==> config.mk <==
export PLATFORM = sky130hd
export DESIGN_NAME = fbpa_ram
export DESIGN_NICKNAME = d
export VERILOG_FILES = /design/src/rtl/core/fbpa_ram.sv
export SDC_FILE = /design/constraint.sdc
export NUM_CORES = 1
export LEC_CHECK = 0
export BUFFER_PORTS_ARGS = -buffer_cell sky130_fd_sc_hd__buf_2
export CAP_MARGIN = 20
export CORE_AREA = 5 5 79 153
export DETAILED_ROUTE_END_ITERATION = 8
export DIE_AREA = 0 0 84 158
export HOLD_SLACK_MARGIN = 0.06
export PLACE_DENSITY = 0.66
export SLEW_MARGIN = 30
export SYNTH_ARGS = -nofsm -noshare
export SYNTH_HDL_FRONTEND = slang
export SYNTH_SLANG_ARGS = --single-unit
==> constraint.sdc <==
create_clock -name aclk -period 4.47 [get_ports aclk]
set_clock_uncertainty 0.05 [all_clocks]
set_input_delay 0.2235 -clock aclk [delete_from_list [all_inputs] [get_ports aclk]]
set_output_delay 0.2235 -clock aclk [all_outputs]
set_load 0.02 [all_outputs]
==> src/rtl/core/fbpa_ram.sv <==
// Generic single-port-write, single-port-read RAM with registered read data.
// No dependencies.
`timescale 1ns / 1ps

module fbpa_ram #(
    parameter int WIDTH = 8,
    parameter int DEPTH = 16
) (
    input  logic                     aclk,
    input  logic                     we,
    input  logic [$clog2(DEPTH)-1:0] waddr,
    input  logic [WIDTH-1:0]         wdata,
    input  logic                     re,
    input  logic [$clog2(DEPTH)-1:0] raddr,
    output logic [WIDTH-1:0]         rdata
);

    logic [WIDTH-1:0] mem [DEPTH];

    always_ff @(posedge aclk) begin
        if (we) begin
            mem[waddr] <= wdata;
        end
        if (re) begin
            rdata <= mem[raddr];
        end
    end

endmodule

# == Yosys cells after proc, flatten, opt, wreduce, memory -nomap -nowiden ==
# Memories as Yosys holds them, arrays and structs flattened. A register that Yosys moved wholly into a read port is not among the register bits.
# Index checks and enable logic that the tools add are counted.
# totals
register_bits,0
ram_bits,128
elab_cells,3
memories,1
# op_classes
mux,2
# mem_list
name,depth,width,rd,rd_ports_with_merged_regs,wr,line_no,source
mem,16,8,1,1,1,18,logic [WIDTH-1:0] mem [DEPTH];
# ops
op,count
two-way mux 1 bit,2

# == Logic depth before layout (Yosys ltp) ==
# Gate-level depths: netlist (run 1).
# depth
word_depth,2
depth_mapped,5
ltp_nobuf,3

# == Worst setup path after synthesis (run 1) ==
# OpenSTA, ideal clock, no wires.
# synth_timing
path_kind,in2reg
from,input waddr[2]
to,"memory mem[0][0], enable pin"
setup_ps,383
arrival_time_ps,1333
setup_slack_ps,2704
cell_stages,2
n_path_buf,0
cell_sequence,or3b_2 -> nor3_1
# synth_lines
element,line_no,source
start: declaration,11,"input logic [$clog2(DEPTH)-1:0] waddr,"
end: declaration,18,
# No word-level cell before the write port.

==> impl_results.md, run 1 <==
* Share of cells above drive strength 1 at 27.9%
* Min-Delay Path Class: in -> reg
* Routed wire length at roughly 9500 um
* Clock Sink Count at about 140
* DRC at 0
* First-pass GRT wire length at between 10000 and 15000 um
* Hold_buf cts at 0
* Critical path, cell by cell: buf_4, mux4_1, a22oi_1, nand2_1
* PortBufs at 26
* Cts bufs inserted at 17
* Clock buffer depth at 2
* Cell count after synthesis at approximately 230
* Multi-input logic area at around 1100 um2
* Crit-path leading delay family: multiplexers
* Worst Path Buf+Inv at 1
* Routed Antenna Nets at 0
* Setup-failing EPs final at 0
* Grt total ovfl at 0
* Initial core utilization at 48.4%
* Post-CTS Repair Setup Buffers at 0
* Via count at 2351
* Die Wd at approximately 84 um
* CTS root buf: clkbuf_16
* Hpwl dp at 6540 um
* CTS tree: built
* Max Cap Violations at 0
* R2R setup slack at just under 3000 ps
* Largest net degree at the start of global routing at 33
* Final hold violation count at 0
* CP Launch Point: raddr[0]
* Io pins at 27
* Worst path max stage delay at 640 ps
* Die height at roughly 160 um
* Fin util at between 50% and 60%
* CP Max Fanout at 32
* Clock slew at reported path FFs at roughly 60 ps
* Place WS at approximately 2400 ps
* Core area at between 10000 and 15000 um2
* Cts repair resizes at 0
* Crit share post-route at 35.6%
* P per Cell Area at ~500 nW/um2
* Worst setup EP type: flip-flop
* Mapped Nets at approximately 250
* HP Start: re
* Mapped Avg Cell Area at 22.8 um2
* Post-synthesis sequential area ratio at about four fifths
* Status: finished, final reports clean
* WL/cell at ~23 um
* Yosys reg bits at roughly 140
* LEAKAGE at 2.02 nW
* Final GP Congestion at 0.740
* Worst Setup Path Type: in -> reg
* VDD IR max at 0.379 mV
* CP Data Arrival Time at between 1500 and 2000 ps
* FMAX at around 630 MHz
* Fin crit period at around 1600 ps
* Hold_ws at 120 ps
* Total power at 0.00299 W
* Final Max Slew Viols at 0
* Clock Latency Late Sink at between 400 and 500 ps
* Post-Syn Area at ~5200 um2
* Crit start category: input port
* Nets at 286
* Vias per cell at 5.60
* Data required time of the critical path at 4580 ps
* Hold Crit Depth at 1
* First DRT Iteration DRCs at 182
* CP max stage cell: mux4_1
* Min-Delay Endpoint: rdata[2]
* Netlist cell types at 18
* First-pass detailed-route iteration total at 4
* Antenna Cells at 0
* Setup TNS at 0 ps
* Fillers at between 800 and 900
* Slew @ Worst Pin at approximately 950 ps
* Htree depth at 4
* RSZ-0062 raised after global routing: false
* Post-layout worst setup margin at approximately 2900 ps
* Yosys Warn Count at 0
* Number of global-route vias before repair at about 2500
* FF/Latch Area at slightly above 4000 um2
* Antenna violations before repair at 0
* R2r startpoint: mem[2][5]
* Slew margin rel. at a little under two fifths
* Row cnt at 54
* End of the worst register-to-register path: rdata[5]
* Gr usage total at 15.5%
* Area Growth Syn to Fin at 16.5%
* Die area at between 10000 and 15000 um2
* Worst r2r path cells at 3
stage by stage:
stage / cell area (um2) / std cells
2_1_floorplan: 5230 / 229
3_3_place_gp: 5470 / 388
3_5_place_dp: 5480 / 388
4_1_cts: 6090 / 420
5_1_grt: 6090 / 420
6_report: 6090 / 420
power breakdown:
group	switching (W)	leakage [nW]	total, W	internal (W)
sequential	0.00000678	1.24	0.00144	0.00144
clock	0.000492	0.290	0.00142	0.000928
combinational	0.0000766	0.491	0.000127	0.0000502
total	0.000575	2.02	0.00299	0.00242
registers in the layout, indices dropped and copies added (netlist names):
register / cells
mem: 128
rdata: 8
area by class of cell:
class | instances | area share (%)
Sequential cell | 136 | 67.1
Multi-Input combinational cell | 83 | 17.4
Clock buffer | 19 | 7.11
Clock inverter | 13 | 2.94
Tap cell | 140 | 2.88
Timing Repair Buffer | 29 | 2.55
logic make-up (layout without fill, tap and decap cells):
group | count (synthesis) | after routing | synth area share [%]
DFF | 136 | 136 | 78.1
AOI/OAI and AO/OA | 16 | 16 | 2.30
and+or+nand+nor | 35 | 35 | 3.14
muxes | 32 | 32 | 14.8
buffers and inverters | 10 | 61 | 1.65
cell usage in the layout (no fill, tap or decap), drive strengths merged, types with 3 or more instances in the layout:
cell type / instances
nand2: 9
buf: 29
clkinvlp: 3
a22oi: 16
edfxtp: 136
mux4: 32
clkinv: 6
clkbuf: 19
nor2: 13
bufinv: 4
nor3: 4
worst max path at each step:
stage                      endpoint  slack, ps  cells after the start
after CTS                  rdata[5]       2850                      4
after global placement     rdata[1]       2060                      4
after global routing       rdata[3]       2780                      4
after detailed placement   rdata[0]       2420                      4
after floorplan           mem[0][0]       2700                      2
final                      rdata[5]       2880                      4
cells in the mapped netlist:
| cell type | count | area, um2 |
|---|---|---|
| nor3_1 | 4 | 20.0 |
| nor2b_1 | 1 | 6.26 |
| nand2b_1 | 2 | 12.5 |
| mux4_2 | 18 | 405 |
| mux4_1 | 14 | 368 |
| nand3_1 | 1 | 5.00 |
| clkdlybuf4s25_2 | 3 | 30.0 |
| a22oi_1 | 16 | 120 |
| and2_1 | 1 | 6.26 |
| buf_6 | 3 | 33.8 |
| and2b_1 | 1 | 7.51 |
| nand2_1 | 9 | 33.8 |
| nor2_1 | 13 | 48.8 |
| edfxtp_1 | 136 | 4080 |
| nand3b_1 | 2 | 15.0 |
| or3b_2 | 1 | 8.76 |
| buf_4 | 1 | 7.51 |
| buf_2 | 3 | 15.0 |
metal layers:
metal / share of wire [%] / GRT usage, % / up-vias
li1: - / - / 1060
met1: 35 / 15.9 / 1201
met2: 59 / 29.2 / 71
met3: 4.0 / 4.01 / 19
met4: 2.2 / 7.13 / 0
met5: 0 / 0 / -
Note: power is estimated with default switching activity, not from simulation.
==> run 2: changes to the inputs <==
ABC_AREA = 1   (was not set)
CORE_AREA = 5 5 83 161   (was 5 5 79 153)
DIE_AREA = 0 0 88 166   (was 0 0 84 158)
clock period = 1.6 ns   (was 4.47 ns; I/O delays follow)
==> impl_results.md, run 2 <==
* Grt total ovfl at 0 (unchanged)
* Post-CTS Repair Setup Buffers at 0 (unchanged)
* Nets at 618 (+120%)
* Via count at 3909 (+66%)
* Gr busiest metal: met2
* DRC at 0 (unchanged)
* Crit-path leading delay family: simple AND/OR/NAND/NOR gates
* Share of cells above drive strength 1 at 13.1% (-15 points)
* Placed instance count at 723 (+86%)
* Initial core utilization at 48.5% (+0.15 points)
* Fin crit period at around 1200 ps
* Synth top cells by count: 173 x nand2_1, 136 x edfxtp_1, 100 x inv_1
* First-pass GRT wire length at 20800 um (+43%)
* Slew @ Worst Pin at 597 ps (-349 ps)
* Most common cell after layout, fill and taps aside: nand2_1
* Most used cell, CP: nand3_1
* Worst Path Buf+Inv at 1 (unchanged)
* Worst Setup Path Type: reg -> reg
* Largest regs: mem (128), rdata (8)
* FMAX at roughly 800 MHz
* First-pass detailed-route iteration total at 5 (+1)
* Crit share post-route at about three quarters
* Max Cap Violations at 0 (unchanged)
* Worst path max stage delay at 370 ps (-270 ps)
* Cts bufs inserted at 17 (unchanged)
* Hold_ws at 63.6 ps (-56.3 ps)
* Critical path, cell by cell: inv_1, nand2_1, nand3_1, nand3_1, nand3_1, nand2_1
* Yosys reg bits at 136 (unchanged)
* Final Max Slew Viols at 0 (unchanged)
* Die height at 166 um (+5.1%)
* Yosys Warn Count at 0 (unchanged)
* Vias per cell at 5.15 (-8.0%)
* Cts repair resizes at 0 (unchanged)
* CTS root buf: clkbuf_16
* Min-Delay Path Class: in -> reg
* Slew margin rel. at 60.2% (+23 points)
* Netlist cell types at 11 (-7)
* Status: finished, final reports clean
* FF/Latch Area at 4080 um2 (unchanged)
* Worst setup EP type: flip-flop
* Data required time of the critical path at 1710 ps (-2870 ps)
* Hold_buf cts at 4 (+4)
* Area Growth Syn to Fin at 17.4%
* Number of global-route vias before repair at 3889 (+57%)
* Non-Filler Instances at 759 (+81%)
* Grt met2 use at 32.9% (+3.6 points)
* Core area at 12100 um2 (+11%)
* Yosys top cell area share at 69.8% (-8.3 points)
* Final hold violation count at 0 (unchanged)
* Die area at 14600 um2 (+10%)
* Clock buffer depth at 2 (unchanged)
* Antenna violations before repair at 0 (unchanged)
* Routed wire length at 13400 um (+42%)
* Clock Sink Count at 136 (unchanged)
* Routed Antenna Nets at 0 (unchanged)
* Area after DPL at 6190 um2 (+13%)
* Clock Latency Late Sink at 410 ps (about the same)
* Gr usage total at 19.7% (+4.1 points)
* Met3 Usage GRT at 3.38% (-0.63 points)
* Io pins at 27 (unchanged)
* Die Wd at 88 um (+4.8%)
* Post-Syn Area at 5850 um2 (+12%)
* Final GP Congestion at 0.846 (+14%)
* Mapped Avg Cell Area at 10.6 um2 (-54%)
* Post-synthesis sequential area ratio at 69.8% (-8.3 points)
* Setup-failing EPs final at 0 (unchanged)
* Setup TNS at 0 ps (unchanged)
* First DRT Iteration DRCs at 313 (+72%)
* LEAKAGE at 2.98 nW (+48%)
* Post-synth EDFFs at 136 (unchanged)
* RSZ-0062 raised after global routing: false
* VDD IR max at 0.754 mV (+99%)
* Max FFs per register at 128 (unchanged)
* PortBufs at 26 (unchanged)
* Clock slew at reported path FFs at 60 ps (about the same)
* Largest net degree at the start of global routing at 62 (+88%)
* CP max stage cell: edfxtp_1
* Fillers at 979 (+16%)
* Post-synth ARST share at 0% (unchanged)
* Design area at 6870 um2 (+13%)
* Crit start category: flip-flop
* CP Max Fanout at 1 (-97%)
* Most frequent cells in the layout: 173 x nand2_1, 136 x edfxtp_1, 100 x inv_1
* Most common cell in the netlist: nand2_1
* Cell count after synthesis at 551 (+140%)
* Prevailing post-synth register cell: edfxtp_1
* Multi-input logic area at 1210 um2 (+14%)
* Area contributors post-synth: edfxtp_1 70%, nand2_1 11%, nand3_1 8.3%
* WL/cell at 17.6 um (-22%)
* CP Data Arrival Time at 1340 ps (-360 ps)
* CTS tree: built
* Largest Register: mem
* GR Util met1 at 22.5% (+6.6 points)
* Hpwl dp at 8990 um (+37%)
* Mapped Nets at 570 (+130%)
* Htree depth at 4 (unchanged)
* Antenna Cells at 0 (unchanged)
* Synth area leader: edfxtp_1
* P per Cell Area at 1260 nW/um2 (+160%)
* Row cnt at 57 (+5.6%)
-- run 2: routing by layer --
layer	share of wire (%)	routed length, um
met4	5.5	739
met3	4.4	585
met5	0	0
met1	38	5040
met2	52	7030
-- run 2: through the flow --
| stage | setup WS (ps) | total power [W] | util, % |
|---|---|---|---|
| 6_report | 375 | 0.00868 | 57.0 |
| 5_1_grt | 290 | 0.00896 | 57.0 |
| 4_1_cts | 366 | 0.00872 | 57.0 |
| 3_5_place_dp | 211 | 0.00462 | 51.4 |
| 3_3_place_gp | 208 | 0.00461 | 51.4 |
| 2_1_floorplan | 519 | 0.00441 | - |
-- run 2: worst reg2reg max path: stages, from the launching register on --
cell and delay [ps]:
edfxtp_1 370, inv_1 60, nand2_1 50, nand3_1 70
nand3_1 140, nand3_1 180, nand2_1 60
-- run 2: power by group --
part / internal [W] / leakage (nW) / switching [W]
combinational: 0.000149 / 1.44 / 0.000365
clock: 0.00275 / 0.305 / 0.00138
sequential: 0.00402 / 1.24 / 0.0000210
-- run 2: kinds of logic (layout without fill, tap and decap cells) --
| kind of cell | count (synthesis) | count (layout) | share of synthesized area [%] |
|---|---|---|---|
| simple gates | 289 | 289 | 20.8 |
| flops | 136 | 136 | 69.8 |
| buf+inv | 126 | 187 | 9.39 |
-- run 2: area by class of cell --
cell class	instances	area share (%)
multi-input cells	289	17.7
inverters	102	5.58
clock buffers	18	6.25
flip-flops and latches	136	59.5
well taps	147	2.68
repair buffers	53	5.36
clock inverters	14	2.99
-- run 2: worst paths after layout --
check	startpoint	to	slack (ps)	depth (start not counted)
worst max-delay path	mem[6][3]	rdata[3]	370	6
worst min-delay path	wdata[5]	mem[4][5]	60	1
worst max register to register	mem[6][3]	rdata[3]	370	6
worst min register to register	mem[12][5]	rdata[5]	720	6
==> run 3: changes to the inputs <==
PLACE_DENSITY = 0.68   (was 0.66)
clock period = 1 ns   (was 1.6 ns; I/O delays follow)
==> impl_results.md, run 3 (synthesis gave the netlist of run 2 again) <==
* Status: complete, but fails checks
* Failing checks: negative setup slack
* CP Launch Point: mem[15][3]
* Min-Delay Path Class: in -> reg
* PortBufs at 26 (unchanged)
* CP Data Arrival Time at 1260 ps (-80 ps)
* WL/cell at 17.4 um (-1.4%)
* Post-layout worst setup margin at -143 ps (-518 ps)
* Fin crit period at 1140 ps (-81.9 ps)
* CTS root buf: clkbuf_16
* CP max stage cell: edfxtp_1
* Data required time of the critical path at 1120 ps (-590 ps)
* First-pass detailed-route iteration total at 5 (unchanged)
* Clock Sink Count at 136 (unchanged)
* HP Start: raddr[3]
* Total power at 0.0143 W (+65%)
* Slew margin rel. at 69.8% (+9.7 points)
* Routed wire length at 13500 um (+0.57%)
* Htree depth at 4 (unchanged)
* Vias per cell at 5.16 (+0.12%)
* Largest Register: mem
* DRC at 0 (unchanged)
* Most frequent cells in the layout: 172 x nand2_1, 136 x edfxtp_1, 97 x inv_1
* Number of global-route vias before repair at 4064 (+4.5%)
* R2r startpoint: mem[15][3]
* Clock Latency Late Sink at 410 ps (about the same)
* Final GP Congestion at 0.893 (+5.6%)
* Die height at 166 um (unchanged)
* Io pins at 27 (unchanged)
* Clock slew at reported path FFs at 60 ps (about the same)
* Crit-path leading delay family: simple AND/OR/NAND/NOR gates
* Antenna Cells at 0 (unchanged)
* Gr usage total at 19.6% (-0.032 points)
* Crit start category: flip-flop
* Fillers at 917 (-6.3%)
* Die Wd at 88 um (unchanged)
* FMAX at 875 MHz (+7.2%)
* Hpwl dp at 8610 um (-4.2%)
* Row cnt at 57 (unchanged)
* First-pass GRT wire length at 20900 um (+0.49%)
* Area Growth Syn to Fin at 26.3%
* CP Max Fanout at 1 (unchanged)
* RSZ-0062 raised after global routing: true
* Worst Setup Path Type: reg -> reg
* P per Cell Area at 1940 nW/um2 (+54%)
* Final Max Slew Viols at 0 (unchanged)
* Crit share post-route at 114% (+38 points)
* Most common cell after layout, fill and taps aside: nand2_1
* Largest regs: mem (128), rdata (8)
* Place WS at -228 ps (-439 ps)
* Post-CTS Repair Setup Buffers at 0 (unchanged)
* Design area at 7380 um2 (+7.5%)
* Worst setup EP type: flip-flop
* Antenna violations before repair at 0 (unchanged)
* Core area at 12100 um2 (unchanged)
* Share of cells above drive strength 1 at 22.5% (+9.4 points)
* Slew @ Worst Pin at 452 ps (-144 ps)
* Max Cap Violations at 0 (unchanged)
* R2R setup slack at -140 ps (-520 ps)
* Nets at 634 (+2.6%)
* Clock buffer depth at 2 (unchanged)
* Routed Antenna Nets at 0 (unchanged)
* Critical path, cell by cell: inv_1, nand2_1, nand3_2, nand3_1, nand3_1, nand2_1
* Area after DPL at 6370 um2 (+2.9%)
* Final hold violation count at 0 (unchanged)
* Worst path max stage delay at 360 ps (about the same)
* LEAKAGE at 3.20 nW (+7.2%)
* Worst Path Buf+Inv at 1 (unchanged)
* Cts bufs inserted at 17 (unchanged)
* Die area at 14600 um2 (unchanged)
* Largest net degree at the start of global routing at 49 (-21%)
* Grt total ovfl at 0 (unchanged)
* CTS tree: built
* First DRT Iteration DRCs at 340 (+8.6%)
* Setup-failing EPs final at 16 (+16)
* Max FFs per register at 128 (unchanged)
* Initial core utilization at 48.5% (unchanged)
* Via count at 3991 (+2.1%)
* VDD IR max at 1.65 mV (+120%)
## run 3: cell types whose count changed in the layout (fill, tap and decap cells not counted), moves of 2 or more
cell / before / now
nand3_1: 97 / 53
buf_2: 26 / 19
buf_4: 21 / 25
inv_2: 2 / 5
inv_1: 100 / 97
nand3_2: 0 / 44
nor2_1: 17 / 14
nor2_2: 0 / 3
buf_6: 0 / 7
dlygate4sd3_1: 4 / 9
buf_12: 2 / 9
clkinv_2: 3 / 1
## run 3: power breakdown
part / internal, W / leakage [nW] / switching (W) / total [W]
Clock: 0.00465 / 0.315 / 0.00224 / 0.00689
Sequential: 0.00643 / 1.24 / 0.0000403 / 0.00647
Combinational: 0.000359 / 1.65 / 0.000626 / 0.000985
## run 3: final timing paths
kind              depth (start not counted)       end
setup / recovery                          6  rdata[3]
hold / removal                            4  rdata[6]
setup reg to reg                          6  rdata[3]
hold reg to reg                           6  rdata[5]
## run 3: metal layers
metal  vias up  global-route usage, %  wire length (um)
li1       1912                      -                 -
met5         -                      0                 0
met2       123                   34.1              7630
met3        39                   4.02               497
met1      1917                   21.2              4820
met4         0                   11.6               514
## run 3: layout make-up
| class | count | area (um2) | share of cell area (%) |
|---|---|---|---|
| multi-input combinational | 289 | 1440 | 19.6 |
| inverter | 102 | 383 | 5.19 |
| tap | 147 | 184 | 2.49 |
| timing repair buffer | 69 | 632 | 8.56 |
| clock inverter | 13 | 226 | 3.07 |
| sequential | 136 | 4080 | 55.3 |
| clock buffer | 18 | 429 | 5.81 |
## run 3: metrics by stage
| stage | hold WS [ps] | util (%) | TNS (ps) | cells |
|---|---|---|---|---|
| final | 105 | 61.2 | -1240 | 774 |
| after CTS | 75.7 | 60.2 | -1310 | 774 |
| after floorplan | 98.9 | - | -4120 | 551 |
| after global placement | 367 | 52.8 | -7890 | 734 |
| after detailed placement | 369 | 52.8 | -10120 | 734 |
| after global routing | 111 | 61.2 | -2020 | 774 |
## run 3: timing repair
action                     4_1_cts  5_1_grt
hold endpoints to repair       136        0
gates resized for setup         33       29
setup endpoints to repair       16       16
hold buffers                     9        0
pin swaps                       40       25
## run 3: worst register-to-register path, delay by kind of cell (launching register included)
| family | cells | cell delay [ps] |
|---|---|---|
| buf+inv | 1 | 70 |
| flops | 1 | 360 |
| simple gates | 5 | 430 |
