--- src/rtl/core/fbpa_pkg.sv ---
// Shared types and constants for the fixed block pool allocator.
// No dependencies; imported by fbpa_div and fixed_block_pool_allocator_unit.
`timescale 1ns / 1ps

package fbpa_pkg;

    localparam int MAX_CHUNKS = 1024;
    localparam int IDX_W      = $clog2(MAX_CHUNKS);
    localparam int LINK_W     = IDX_W + 1;
    localparam int COUNT_W    = 11;
    localparam int ADDR_W     = 32;
    localparam int CS_W       = 17;
    localparam int ALIGN_W    = 13;
    localparam int LOG2_W     = 4;
    localparam int KIND_W     = 2;
    localparam int STATUS_W   = 2;
    localparam int CFG_IDX_W  = 2;
    localparam int CFG_DATA_W = 32;
    localparam int PROD_W     = LINK_W + CS_W;
    localparam int DIV_CNT_W  = $clog2(IDX_W + 1);

    localparam logic [LINK_W-1:0] NULL_LINK = LINK_W'(MAX_CHUNKS);

    localparam logic [KIND_W-1:0] KIND_ALLOC   = 2'd0;
    localparam logic [KIND_W-1:0] KIND_FREE    = 2'd1;
    localparam logic [KIND_W-1:0] KIND_REBUILD = 2'd2;

    localparam logic [STATUS_W-1:0] ST_OK       = 2'd0;
    localparam logic [STATUS_W-1:0] ST_TOO_BIG  = 2'd1;
    localparam logic [STATUS_W-1:0] ST_EMPTY    = 2'd2;
    localparam logic [STATUS_W-1:0] ST_BAD_FREE = 2'd3;

    localparam logic [CFG_IDX_W-1:0] CFG_POOL_BASE   = 2'd0;
    localparam logic [CFG_IDX_W-1:0] CFG_BLK_BYTES   = 2'd1;
    localparam logic [CFG_IDX_W-1:0] CFG_ALIGN_LOG2  = 2'd2;
    localparam logic [CFG_IDX_W-1:0] CFG_CHUNK_COUNT = 2'd3;

    typedef struct packed {
        logic             done;
        logic             exact;
        logic [IDX_W-1:0] quotient;
    } div_out_t;

endpackage

--- src/rtl/core/fbpa_div.sv ---
// Restoring divider that turns a pool offset into a chunk index, one bit a cycle.
// Depends on fbpa_pkg; the quotient is known to fit in IDX_W bits.
`timescale 1ns / 1ps

module fbpa_div import fbpa_pkg::*; (
    input  logic              aclk,
    input  logic              aresetn,
    input  logic              start,
    input  logic [PROD_W-1:0] dividend,
    input  logic [CS_W-1:0]   divisor,
    output div_out_t          result
);

    logic                 busy_reg, busy_next;
    logic [DIV_CNT_W-1:0] cnt_reg, cnt_next;
    logic [PROD_W-1:0]    rem_reg, rem_next;
    logic [PROD_W-1:0]    dsh_reg, dsh_next;
    logic [IDX_W-1:0]     quo_reg, quo_next;
    logic [PROD_W:0]      trial;

    assign trial = {1'b0, rem_reg} - {1'b0, dsh_reg};

    always_comb begin
        busy_next = busy_reg;
        cnt_next  = cnt_reg;
        rem_next  = rem_reg;
        dsh_next  = dsh_reg;
        quo_next  = quo_reg;
        if (start) begin
            busy_next = 1'b1;
            cnt_next  = DIV_CNT_W'(IDX_W);
            rem_next  = dividend;
            dsh_next  = PROD_W'(divisor) << (IDX_W - 1);
            quo_next  = '0;
        end else if (busy_reg) begin
            if (cnt_reg == '0) begin
                busy_next = 1'b0;
            end else begin
                cnt_next = cnt_reg - DIV_CNT_W'(1);
                dsh_next = dsh_reg >> 1;
                if (!trial[PROD_W]) begin
                    rem_next = trial[PROD_W-1:0];
                    quo_next = {quo_reg[IDX_W-2:0], 1'b1};
                end else begin
                    quo_next = {quo_reg[IDX_W-2:0], 1'b0};
                end
            end
        end
    end

    always_ff @(posedge aclk) begin
        if (!aresetn) begin
            busy_reg <= 1'b0;
            cnt_reg  <= '0;
        end else begin
            busy_reg <= busy_next;
            cnt_reg  <= cnt_next;
        end
        rem_reg <= rem_next;
        dsh_reg <= dsh_next;
        quo_reg <= quo_next;
    end

    assign result.done     = busy_reg && (cnt_reg == '0);
    assign result.exact    = (rem_reg == '0);
    assign result.quotient = quo_reg;

endmodule

--- config.mk ---
export PLATFORM = sky130hd
export DESIGN_NAME = fbpa_div
export DESIGN_NICKNAME = d
export VERILOG_FILES = /design/src/rtl/core/fbpa_pkg.sv /design/src/rtl/core/fbpa_div.sv
export SDC_FILE = /design/constraint.sdc
export NUM_CORES = 1
export LEC_CHECK = 0
export ABC_AREA = 1
export BUFFER_PORTS_ARGS = -buffer_cell sky130_fd_sc_hd__buf_2
export CAP_MARGIN = 20
export CORE_ASPECT_RATIO = 1.4
export CORE_MARGIN = 8
export CORE_UTILIZATION = 59
export DETAILED_ROUTE_END_ITERATION = 8
export HOLD_SLACK_MARGIN = 0.05
export PLACE_DENSITY = 0.87
export SYNTH_ARGS = -nofsm -noshare
export SYNTH_HDL_FRONTEND = slang
export SYNTH_SLANG_ARGS = --single-unit
--- constraint.sdc ---
create_clock -name aclk -period 3 [get_ports aclk]
set_clock_uncertainty 0.1 [all_clocks]
set_input_delay 0.15 -clock aclk [delete_from_list [all_inputs] [get_ports aclk]]
set_output_delay 0.15 -clock aclk [all_outputs]
set_load 0.03 [all_outputs]
# After elaboration in Yosys (flattened, before gate mapping)
# Index checks and enable logic that the tools add are counted.
dict set report word_totals {
  ff_bits 69
  output_inout_bits 12
  word_cells 35
}
dict set report classes {
  addsub 2
  eq_ne 2
  n_mux 14
  bitwise_logic 2
  reduce_logical 8
}
# operator count
set ops {}
lappend ops {{2-to-1 mux 28 bit} 4}
lappend ops {{2-to-1 mux 26 bit} 3}
lappend ops {{subtractor 28 x 26 -> 29 bit} 1}
lappend ops {{logical NOT 28 bit} 1}
lappend ops {{2-to-1 mux 4 bit} 3}
lappend ops {{logical NOT 4 bit} 1}
lappend ops {{2-to-1 mux 1 bit} 4}
lappend ops {{inequality test 2 bit (second input constant)} 2}
lappend ops {{AND reduction 2 bit} 2}
lappend ops {{subtractor 4 x 1 -> 4 bit (second input constant)} 1}
lappend ops {{AND reduction 3 bit} 1}
lappend ops {{NOT 1 bit} 2}
lappend ops {{nonzero test 2 bit} 1}
lappend ops {{OR reduction 2 bit} 1}
lappend ops {{logical AND 1 bit} 1}

# Longest topological paths before layout
# Gate-level depths: netlist of run 1.
dict set report depth {
  depth_word 5
  depth_mapped 14
}

# Worst setup path before layout of run 1
# OpenSTA, ideal clock, no wires.
dict set report synth_timing {
  path_type {register to register}
  start {reg rem_reg[0]}
  end {reg rem_reg[0] (enable)}
  setup_time_ns 0.385
  t_arrival_ns 2.244
  required_time_ns 2.515
  setup_slack_ns 0.271
  path_stages_with_launch 15
  path_buffers 0
  synth_period_minus_slack_ns 2.729
  cell_sequence {edfxtp_1 -> inv_1 -> ha_1 -> fa_1 -> inv_1 -> nand3_1 -> nand3_2 -> nand2_1 -> nand2_2 -> nand2_2 -> nand2_2 -> nand2_1 -> nand2_1 -> nand2_1 -> nand2_1}
}
dict set report synth_between {
  elab_chain_len 3
}
# element line_no
set synth_rtl {}
lappend synth_rtl {{start: declaration} fbpa_div.sv:16} ;# logic [PROD_W-1:0] rem_reg, rem_next;
lappend synth_rtl {{start signal: assignment} fbpa_div.sv:59} ;# rem_reg <= rem_next;
lappend synth_rtl {{subtractor 28 x 26 -> 29 bit} fbpa_div.sv:21} ;# assign trial = {1'b0, rem_reg} - {1'b0, dsh_reg};
lappend synth_rtl {{inequality test 2 bit (no source line)} --}
lappend synth_rtl {{AND reduction 3 bit (no source line)} --}
# Every way passes these cells.
# A chain may end at the register's enable or synchronous reset.

# Worst setup path after layout of run 1
dict set report layout_timing {
  start {reg rem_reg[0]}
  end {reg rem_reg[11] (enable)}
}
# The elaborated chain is that of the path after synthesis.

==> results.sh, run 1 <==
export IMPL_synth_top_area_frac=0.2683
export IMPL_cts_made_buffers=9
export IMPL_path_max_fanout=22
export IMPL_place_congestion=0.9695
export IMPL_tightest_slew_ns=0.6480
export IMPL_place_ws_ns=0.2919
export IMPL_finalSetupTns_ns=0
export IMPL_multiInputGateArea_um2=2628
export IMPL_cp_slowest_cell="fa_1"
export IMPL_rsz0062_at_grt="false"
export IMPL_ys_top_cells_by_count="282 x nand2_1, 133 x inv_1, 55 x nor2_1"
export IMPL_p_int_mw=2.301
export IMPL_ant_nets=0
export IMPL_p_per_area_nw_per_um2=627.6
export IMPL_p_total_mw=3.848
export IMPL_hpwl_mm=11.01
export IMPL_power_net_switching_mw=1.547
export IMPL_die_y_um=125.3
export IMPL_ys_async_sr_fraction=0
export IMPL_detail_route_first_pass_iterations=6
export IMPL_grt_total_usage=0.2709
export IMPL_yosysSeqAreaShare=0.3636
export IMPL_largest_reg_flops=28
export IMPL_synth_edf_count=45
export IMPL_synth_top_family_by_area="simple AND/OR/NAND/NOR gates"
export IMPL_boundaryPins=60
export IMPL_cp_end_kind="register"
export IMPL_p_comb_frac=0.412
export IMPL_synth_most_common_cell="nand2_1"
export IMPL_required_ns=2.91
export IMPL_layout_setup_ws_ns=0.2402
export IMPL_post_route_period_util=0.9199
export IMPL_syn2layout_area_growth_pct=21.73
export IMPL_clkLatencyLatePin_ns=0.35
export IMPL_fmax_mhz=362.3
export IMPL_p_seq_frac=0.327
export IMPL_grt_max_degree=56
export IMPL_ys_flop_type="edfxtp_1"
export IMPL_cts_max_level=3
export IMPL_syn_nets=834
export IMPL_p_leak_nw=3.194
export IMPL_min_period_ns=2.760
export IMPL_finish_utilization=0.7250
export IMPL_maxSlewHeadroom=0.5676
export IMPL_die_area_um2=11790
export IMPL_ir_drop_mv=0.5078
export IMPL_overflow=0
export IMPL_cap_viol_max_count=0
export IMPL_syn_area_um2=5037
export IMPL_vias=5305
export IMPL_setup_violations=0
export IMPL_grt_pass1_vias=5175
export IMPL_critical_path_buf_inv_count=3
export IMPL_cts_buffer_depth=2
export IMPL_core_area_um2=8458
export IMPL_hold_path_class="in2reg"
export IMPL_yosys_area_top_type="edfxtp_1"
export IMPL_synth_mux_area_frac=0
export IMPL_num_nets_final=935
export IMPL_drt_wl_total_mm=15.78
export IMPL_antenna_found_initial=1
export IMPL_drc_errors=0
export IMPL_status="finished clean"
export IMPL_layout_drive_gt1_share=0.1204
export IMPL_seq_area_um2=1832
export IMPL_path_delay_family="simple AND/OR/NAND/NOR gates"
export IMPL_cp_cell_sequence="inv_1 > ha_1 > fa_1 > inv_1 > nand3_1 > nand3_2 > nand2_1 > nand2_2 > nand2_2 > nand2_2 > nand2_1 > nand2_1 > nand2_1 > nand2_1 > buf_4"
export IMPL_synth_compound_area_frac=0.07650
export IMPL_hold_viol=0
export IMPL_ys_ff_latch=69
export IMPL_grt_pass1_wl_mm=24.91
export IMPL_slowest_delay_ns=0.37
export IMPL_clock_power_share=0.261
export IMPL_n_fill_cell=669
export IMPL_ys_warn_count=0
export IMPL_cts_sinks=69
export IMPL_switching_share=0.4021
export IMPL_synth_xor_area_frac=0.005216
export IMPL_avgRoutedWirePerCell_um=16.27
export IMPL_dieWidth_um=94.09
export IMPL_post_cts_buffers=0
export IMPL_cp_start_kind="register"
export IMPL_drt_vias_per_instance=5.469
export IMPL_portBuffers=59
export IMPL_yosysUniqueCellTypes=33
export IMPL_synth_adder_area_share=0.07104
export IMPL_cts_resized_gates=0
export IMPL_critPathKind="reg2reg"
export IMPL_synthSimpleGateAreaFrac=0.3689
export IMPL_rows=40
export IMPL_cts_root_buf="clkbuf_16"
export IMPL_initial_core_util=0.5956
export IMPL_synth_avg_cell_area_um2=6.646
export IMPL_slew_violations=0
export IMPL_clk_pin_slew_ns=0.07
export IMPL_crit_path_frequent_cell="nand2_1"
export IMPL_cts_tree="yes"
export IMPL_postSynthCellCount=758
export IMPL_drtIter0Drc=505
export IMPL_synth_area_leaders="edfxtp_1 27%, nand2_1 21%, inv_1 9.9%"
export IMPL_cp_data_arrival_time_ns=2.67
-- cell usage in the layout, fill, tap and decap left out, drive strengths merged, types with 2 or more instances in the layout --
master,count
nor2,61
dfxtp,24
nand3,51
clkbuf,13
edfxtp,45
nand2,289
nor4,6
dlygate4sd3,43
nand3b,5
xor2,2
o31ai,7
buf,64
clkinv,2
a21oi,29
nor3,4
ha,27
or2,7
nand4,9
inv,135
o21ai,36
-- layer usage --
| layer | vias to the layer above | wire length [um] | GRT usage |
|---|---|---|---|
| met3 | 76 | 1222 | 0.05988 |
| met4 | 0 | 877 | 0.1509 |
| met1 | 2363 | 6011 | 0.3096 |
| li1 | 2588 | - | - |
| met2 | 278 | 7667 | 0.4502 |
| met5 | - | 0 | 0 |
-- metrics by stage --
step	instances	instance area (um^2)	hold slack, ns
CTS	969	6130	0.05068
global route	970	6132	0.07209
detailed placement	910	5429	0.2931
floorplan	758	5037	0.1551
global placement	910	5429	0.2833
finish	970	6132	0.05254
-- power by group through the flow --
stage / logic [mW] / registers, mW / clock network (mW)
6_report: 1.59 / 1.26 / 1.01
5_1_grt: 1.75 / 1.27 / 1.04
4_1_cts: 1.54 / 1.25 / 0.997
3_5_place_dp: 1.48 / 1.27 / 0
3_3_place_gp: 1.45 / 1.26 / 0
2_1_floorplan: 1.09 / 1.27 / 0
-- layout make-up --
type / count / area share
flip-flops and latches: 69 / 0.2987
clock inverters: 3 / 0.003265
clock buffers: 13 / 0.04081
diodes: 1 / 0.0004081
inverters: 134 / 0.08243
well taps: 105 / 0.02142
multi-input cells: 538 / 0.4285
repair buffers: 107 / 0.1245
-- what timing repair did --
item | CTS | global route
hold buffers | 43 | 0
setup endpoints to repair | 0 | 0
hold endpoints to repair | 47 | 0
-- kinds of logic (layout without fill, tap and decap cells) --
| kind of cell | after synthesis | in the layout |
|---|---|---|
| AO/OA/AOI/OAI | 73 | 73 |
| flip-flops | 69 | 69 |
| buffers and inverters | 151 | 257 |
| adder cells (fa/ha/maj) | 28 | 28 |
| XOR/XNOR | 3 | 3 |
| other | 0 | 1 |
| AND/OR/NAND/NOR | 434 | 434 |
-- worst register-to-register path: stages, from the launching register on --
cell and delay (ns):
edfxtp_1 0.35, inv_1 0.06, ha_1 0.22, fa_1 0.37, inv_1 0.15, nand3_1 0.10
nand3_2 0.12, nand2_1 0.08, nand2_2 0.11, nand2_2 0.06, nand2_2 0.08, nand2_1 0.05
nand2_1 0.09, nand2_1 0.05, nand2_1 0.08, buf_4 0.31
-- final timing paths --
path                            from                       to  slack (ns)  cells past startpoint
max             rem_reg[0]$_DFFE_PP_    rem_reg[11]$_DFFE_PP_        0.24                     15
min                      divisor[14]    dsh_reg[23]$_DFFE_PP_        0.05                      3
max reg2reg     rem_reg[0]$_DFFE_PP_    rem_reg[11]$_DFFE_PP_        0.24                     15
min reg2reg  cnt_reg[0]$_SDFFE_PP0P_  cnt_reg[0]$_SDFFE_PP0P_        0.37                      2
(Power assumes the default switching activity.)
==> run 2, diff against run 1 <==
--- a/config.mk
+++ b/config.mk
@@ -13,6 +13,7 @@
 export CORE_UTILIZATION = 59
 export DETAILED_ROUTE_END_ITERATION = 8
 export HOLD_SLACK_MARGIN = 0.05
+export MAX_ROUTING_LAYER = met4
 export PLACE_DENSITY = 0.87
 export SYNTH_ARGS = -nofsm -noshare
 export SYNTH_HDL_FRONTEND = slang
==> constraint.sdc (replaced) <==
create_clock -name aclk -period 3 [get_ports aclk]
set_clock_uncertainty 0.1 [all_clocks]
set_input_delay 0.45 -clock aclk [delete_from_list [all_inputs] [get_ports aclk]]
set_output_delay 0.45 -clock aclk [all_outputs]
set_load 0.03 [all_outputs]
==> results.sh, run 2 (synthesis results as in run 1) <==
export IMPL_status="finished clean"
export IMPL_fmax_mhz=387.3
export IMPL_slew_violations=0
export IMPL_rsz0062_at_grt="false"
export IMPL_required_ns=2.92
export IMPL_clkLatencyLatePin_ns=0.34
export IMPL_hpwl_mm=12.06
export IMPL_hold_viol=0
export IMPL_mostFrequentLayoutCells="282 x nand2_1, 133 x inv_1, 59 x buf_2, 55 x nor2_1, 46 x nand3_1"
export IMPL_drt_vias_per_instance=5.427
export IMPL_boundaryPins=60
export IMPL_drc_errors=0
export IMPL_tightest_slew_ns=0.6791
export IMPL_p_per_area_nw_per_um2=671.7
export IMPL_maxSlewHeadroom=0.5467
export IMPL_path_max_fanout=15
export IMPL_worst_r2r_cell_count=15
export IMPL_core_area_um2=8458
export IMPL_initial_core_util=0.5956
export IMPL_clk_pin_slew_ns=0.06
export IMPL_crit_path_frequent_cell="nand2_1"
export IMPL_drt_wl_total_mm=15.26
export IMPL_vias=5031
export IMPL_grt_max_degree=43
export IMPL_cp_data_arrival_time_ns=2.50
export IMPL_cts_root_buf="clkbuf_16"
export IMPL_num_nets_final=893
export IMPL_cp_slowest_cell="fa_1"
export IMPL_rows=40
export IMPL_setup_violations=0
export IMPL_hold_path_endpoint="cnt_reg[3]$_SDFFE_PN0P_"
export IMPL_cp_cell_sequence="inv_1 > ha_1 > fa_1 > inv_1 > nand3_1 > nand3_2 > nand2_1 > nand2_2 > nand2_2 > nand2_2 > nand2_1 > nand2_1 > nand2_1 > nand2_1 > buf_4"
export IMPL_path_delay_family="simple AND/OR/NAND/NOR gates"
export IMPL_die_area_um2=11790
export IMPL_cts_made_buffers=9
export IMPL_critical_path_buf_inv_count=3
export IMPL_place_congestion=0.9340
export IMPL_cp_start_kind="register"
export IMPL_holdPathStages=3
export IMPL_p_leak_nw=3.038
export IMPL_final_common_cell="nand2_1"
export IMPL_cp_end_kind="register"
export IMPL_portBuffers=59
export IMPL_grt_pass1_vias=4955
export IMPL_startpoint="rem_reg[0]$_DFFE_PP_"
export IMPL_cts_buffer_depth=2
export IMPL_ir_drop_mv=0.5536
export IMPL_grt_pass1_wl_mm=24.12
export IMPL_hold_path_class="in2reg"
export IMPL_detail_route_first_pass_iterations=5
export IMPL_finalSetupTns_ns=0
export IMPL_cts_sinks=69
export IMPL_grt_total_usage=0.2697
export IMPL_cts_resized_gates=0
export IMPL_layout_drive_gt1_share=0.1302
export IMPL_reg2reg_from="rem_reg[0]$_DFFE_PP_"
export IMPL_critPathKind="reg2reg"
export IMPL_n_fill_cell=731
export IMPL_post_route_period_util=0.8606
export IMPL_largest_reg_flops=28
export IMPL_syn2layout_area_growth_pct=14.03
export IMPL_cts_hold_buf=0
export IMPL_min_delay_start="aresetn"
export IMPL_antenna_cells=0
export IMPL_ant_nets=0
export IMPL_cap_viol_max_count=0
export IMPL_instances_no_fill=927
export IMPL_post_cts_buffers=0
export IMPL_die_y_um=125.3
export IMPL_drtIter0Drc=377
export IMPL_r2r_end="rem_reg[0]$_DFFE_PP_"
export IMPL_overflow=0
export IMPL_cts_max_level=3
export IMPL_slowest_delay_ns=0.38
export IMPL_min_period_ns=2.582
export IMPL_cts_tree="yes"
export IMPL_p_total_mw=3.858
export IMPL_avgRoutedWirePerCell_um=16.46
export IMPL_placedCellCount=911
export IMPL_worst_hold_slack_ns=0.2519
export IMPL_antenna_found_initial=0
export IMPL_timing_reg2reg_setup_slack_ns=0.42
export IMPL_dieWidth_um=94.09
==> run 2: cell count changes in the layout (fill, tap and decap cells not counted), sizes merged <==
cell / before / now
dlygate4sd3: 43 / 0
inv: 135 / 137
buf: 64 / 65
clkbuf: 13 / 12
clkinv: 2 / 1
diode: 1 / 0
==> run 2: through the flow <==
stage | worst slack (ns) | utilization | area (um^2)
4_1_cts | 0.4353 | 0.6791 | 5744
6_report | 0.4181 | 0.6791 | 5744
2_1_floorplan | 0.2709 | - | 5037
3_3_place_gp | 0.5392 | 0.6442 | 5449
3_5_place_dp | 0.4615 | 0.6442 | 5449
5_1_grt | 0.2300 | 0.6791 | 5744
==> run 2: area by class of cell <==
cell class | instances | area, um^2 | area share
multi-input combinational | 538 | 2628 | 0.4574
sequential | 69 | 1832 | 0.3189
inverter | 134 | 505.5 | 0.08800
timing repair buffer | 65 | 352.8 | 0.06142
clock buffer | 12 | 267.8 | 0.04661
tap | 105 | 131.4 | 0.02287
clock inverter | 4 | 27.53 | 0.004792
==> run 2: how the worst max path moves through the flow <==
stage                                 end  slack (ns)  depth (start not counted)
finish               rem_reg[0]$_DFFE_PP_        0.42                         15
CTS                  rem_reg[7]$_DFFE_PP_        0.44                         15
global placement     rem_reg[4]$_DFFE_PP_        0.54                         15
global route         rem_reg[0]$_DFFE_PP_        0.23                         15
floorplan            rem_reg[0]$_DFFE_PP_        0.27                         14
detailed placement  rem_reg[27]$_DFFE_PP_        0.46                         15
==> run 2: per-layer routing <==
| layer | vias up | wire (um) | part of all wire | GRT usage |
|---|---|---|---|---|
| li1 | 2508 | - | - | - |
| met1 | 2306 | 6207 | 0.41 | 0.3116 |
| met2 | 185 | 7670 | 0.50 | 0.4423 |
| met3 | 32 | 924 | 0.061 | 0.04790 |
| met4 | 0 | 456 | 0.030 | 0.1190 |
| met5 | - | 0 | 0 | - |
==> run 2: power breakdown <==
group          total [mW]  switching (mW)  internal (mW)
clock                1.05           0.416          0.636
sequential           1.26          0.0821           1.17
combinational        1.55            1.04          0.508
==> run 2: tightest hold or removal path: cells and delay by family <==
kind / cells / cell delay [ns]
AOI/OAI and AO/OA: 1 / 0.06
buffers and inverters: 2 / 0.15
==> run 3, diff against run 2 <==
--- a/config.mk
+++ b/config.mk
@@ -5,16 +5,15 @@
 export SDC_FILE = /design/constraint.sdc
 export NUM_CORES = 1
 export LEC_CHECK = 0
-export ABC_AREA = 1
 export BUFFER_PORTS_ARGS = -buffer_cell sky130_fd_sc_hd__buf_2
 export CAP_MARGIN = 20
 export CORE_ASPECT_RATIO = 1.4
 export CORE_MARGIN = 8
-export CORE_UTILIZATION = 59
+export CORE_UTILIZATION = 58
 export DETAILED_ROUTE_END_ITERATION = 8
 export HOLD_SLACK_MARGIN = 0.05
 export MAX_ROUTING_LAYER = met4
-export PLACE_DENSITY = 0.87
+export PLACE_DENSITY = 0.86
 export SYNTH_ARGS = -nofsm -noshare
 export SYNTH_HDL_FRONTEND = slang
 export SYNTH_SLANG_ARGS = --single-unit
==> results.sh, run 3 <==
export IMPL_status="finished with violations"
export IMPL_violations="setup timing"
export IMPL_ys_async_sr_fraction=0
export IMPL_tightest_slew_ns=0.8132
export IMPL_clkLatencyLatePin_ns=0.36
export IMPL_worst_hold_slack_ns=0.2587
export IMPL_grt_pass1_wl_mm=18.14
export IMPL_initial_core_util=0.5971
export IMPL_syn_nets=579
export IMPL_grt_max_degree=57
export IMPL_final_common_cell="nand2_1"
export IMPL_met2_wirelength_mm=5.927
export IMPL_p_total_mw=3.466
export IMPL_hold_viol=0
export IMPL_ir_drop_mv=0.3521
export IMPL_p_leak_nw=2.063
export IMPL_required_ns=3.10
export IMPL_cp_start_kind="register"
export IMPL_ys_ff_latch=69
export IMPL_hpwl_mm=8.406
export IMPL_wl_met3_um=736
export IMPL_cts_root_buf="clkbuf_8"
export IMPL_antenna_found_initial=0
export IMPL_avgRoutedWirePerCell_um=17.52
export IMPL_path_max_fanout=3
export IMPL_cts_sinks=69
export IMPL_grt_total_usage=0.2250
export IMPL_cp_data_arrival_time_ns=3.13
export IMPL_cts_hold_buf=0
export IMPL_postLayoutCellArea_um2=5066
export IMPL_core_area_um2=7361
export IMPL_yosysUniqueCellTypes=58
export IMPL_vias=3962
export IMPL_postSynthCellCount=503
export IMPL_detail_route_first_pass_iterations=5
export IMPL_ys_top_cells_by_count="103 x nand2_1, 47 x a21oi_1, 45 x edfxtp_1"
export IMPL_clk_pin_slew_ns=0.08
export IMPL_cts_tree="yes"
export IMPL_cp_end_kind="register"
export IMPL_yosysSeqAreaShare=0.4167
export IMPL_overflow=0
export IMPL_die_y_um=119.0
export IMPL_synth_edf_count=45
export IMPL_ys_flop_type="edfxtp_1"
export IMPL_portBuffers=59
export IMPL_syn2layout_area_growth_pct=15.26
export IMPL_synth_top_area_frac=0.3074
export IMPL_layout_drive_gt1_share=0.1802
export IMPL_mostFrequentLayoutCells="103 x nand2_1, 59 x buf_2, 47 x a21oi_1, 45 x edfxtp_1, 39 x inv_1"
export IMPL_wl_met1_mm=4.408
export IMPL_cts_made_buffers=9
export IMPL_place_ws_ns=0.07712
export IMPL_dr_max_layer_used="met4"
export IMPL_min_period_ns=3.033
export IMPL_synth_most_common_cell="nand2_1"
export IMPL_setup_violations=1
export IMPL_drt_wl_total_mm=11.61
export IMPL_yosys_area_top_type="edfxtp_1"
export IMPL_n_fill_cell=559
export IMPL_drtIter0Drc=304
export IMPL_num_nets_final=637
export IMPL_dieWidth_um=89.58
export IMPL_drc_errors=0
export IMPL_place_congestion=0.9287
export IMPL_rsz0062_at_grt="true"
export IMPL_syn_area_um2=4395
export IMPL_post_route_period_util=1.011
export IMPL_slew_violations=0
export IMPL_fmax_mhz=329.8
export IMPL_p_per_area_nw_per_um2=684.1
export IMPL_grt_pass1_vias=3873
export IMPL_die_area_um2=10660
export IMPL_maxSlewHeadroom=0.4578
export IMPL_layout_setup_ws_ns=-0.03254
export IMPL_synth_area_leaders="edfxtp_1 31%, dfxtp_1 11%, nand2_1 8.8%"
export IMPL_hold_path_class="in2reg"
export IMPL_place_area_um2=4768
export IMPL_antenna_cells=0
export IMPL_cap_viol_max_count=0
export IMPL_ys_warn_count=0
export IMPL_synth_avg_cell_area_um2=8.739
export IMPL_boundaryPins=60
export IMPL_drt_vias_per_instance=5.976
export IMPL_cts_buffer_depth=2
export IMPL_ant_nets=0
export IMPL_critPathKind="reg2reg"
export IMPL_largest_reg_flops=28
export IMPL_rows=37
export IMPL_cts_max_level=3
-- run 3: metal layers --
metal	global-route usage	up-vias
li1	-	1909
met1	0.2473	1814
met2	0.3670	183
met3	0.03923	56
met4	0.1306	0
met5	-	-
-- run 3: power breakdown --
part / total [mW] / switching (mW) / internal (mW)
sequential: 1.27 / 0.0821 / 1.19
combinational: 1.46 / 0.891 / 0.572
clock: 0.735 / 0.359 / 0.375
total: 3.47 / 1.33 / 2.13
-- run 3: path summary, 6_finish.rpt --
check	cells past startpoint	slack (ns)	end	start
worst max-delay path	11	-0.03	rem_reg[22]$_DFFE_PP_	rem_reg[0]$_DFFE_PP_
worst min-delay path	2	0.26	busy_reg$_SDFF_PN0_	aresetn
worst max register to register	11	-0.03	rem_reg[22]$_DFFE_PP_	rem_reg[0]$_DFFE_PP_
worst min register to register	2	0.36	quo_reg[9]$_SDFFE_PP0P_	quo_reg[9]$_SDFFE_PP0P_
-- run 3: worst max-delay path, cell delays in order, from the launching register on --
cell and delay [ns]:
edfxtp_1 0.37, inv_1 0.05, ha_2 0.19, fa_2 0.38, nor2b_4 0.15, o2111ai_4 0.15, a2111oi_4 0.52, buf_4 0.19
nor2_2 0.04, o21a_1 0.23, o31a_1 0.26, a311oi_2 0.23
-- run 3: cells by family (layout without fill, tap and decap cells) --
kind of cell | count (synthesis) | in the layout | synth area share
simple gates | 170 | 170 | 0.1751
mux | 3 | 3 | 0.007401
compound gates | 145 | 145 | 0.2112
xor+xnor | 23 | 23 | 0.04583
buf+inv | 65 | 128 | 0.06234
flops | 69 | 69 | 0.4167
fa+ha+maj | 28 | 28 | 0.08141
-- run 3: through the flow --
stage / instances / utilization / TNS [ns]
after floorplan: 503 / - / 0
after detailed placement: 639 / 0.6478 / 0
final: 663 / 0.6883 / -0.03254
after CTS: 655 / 0.6731 / 0
after global routing: 663 / 0.6883 / -2.143
after global placement: 639 / 0.6478 / 0
-- run 3: area by class of cell --
type,instances,area [um^2],area share
inverters,39,146.4,0.02890
repair buffers,73,442.9,0.08743
clock buffers,14,173.9,0.03433
multi-input cells,369,2337,0.4613
flip-flops and latches,69,1832,0.3616
well taps,97,121.4,0.02396
clock inverters,2,12.51,0.002470
-- run 3: repair_timing --
action | 4_1_cts | 5_1_grt
resized for setup | 0 | 6
setup endpoints to repair | 0 | 29
setup buffers | 0 | 7
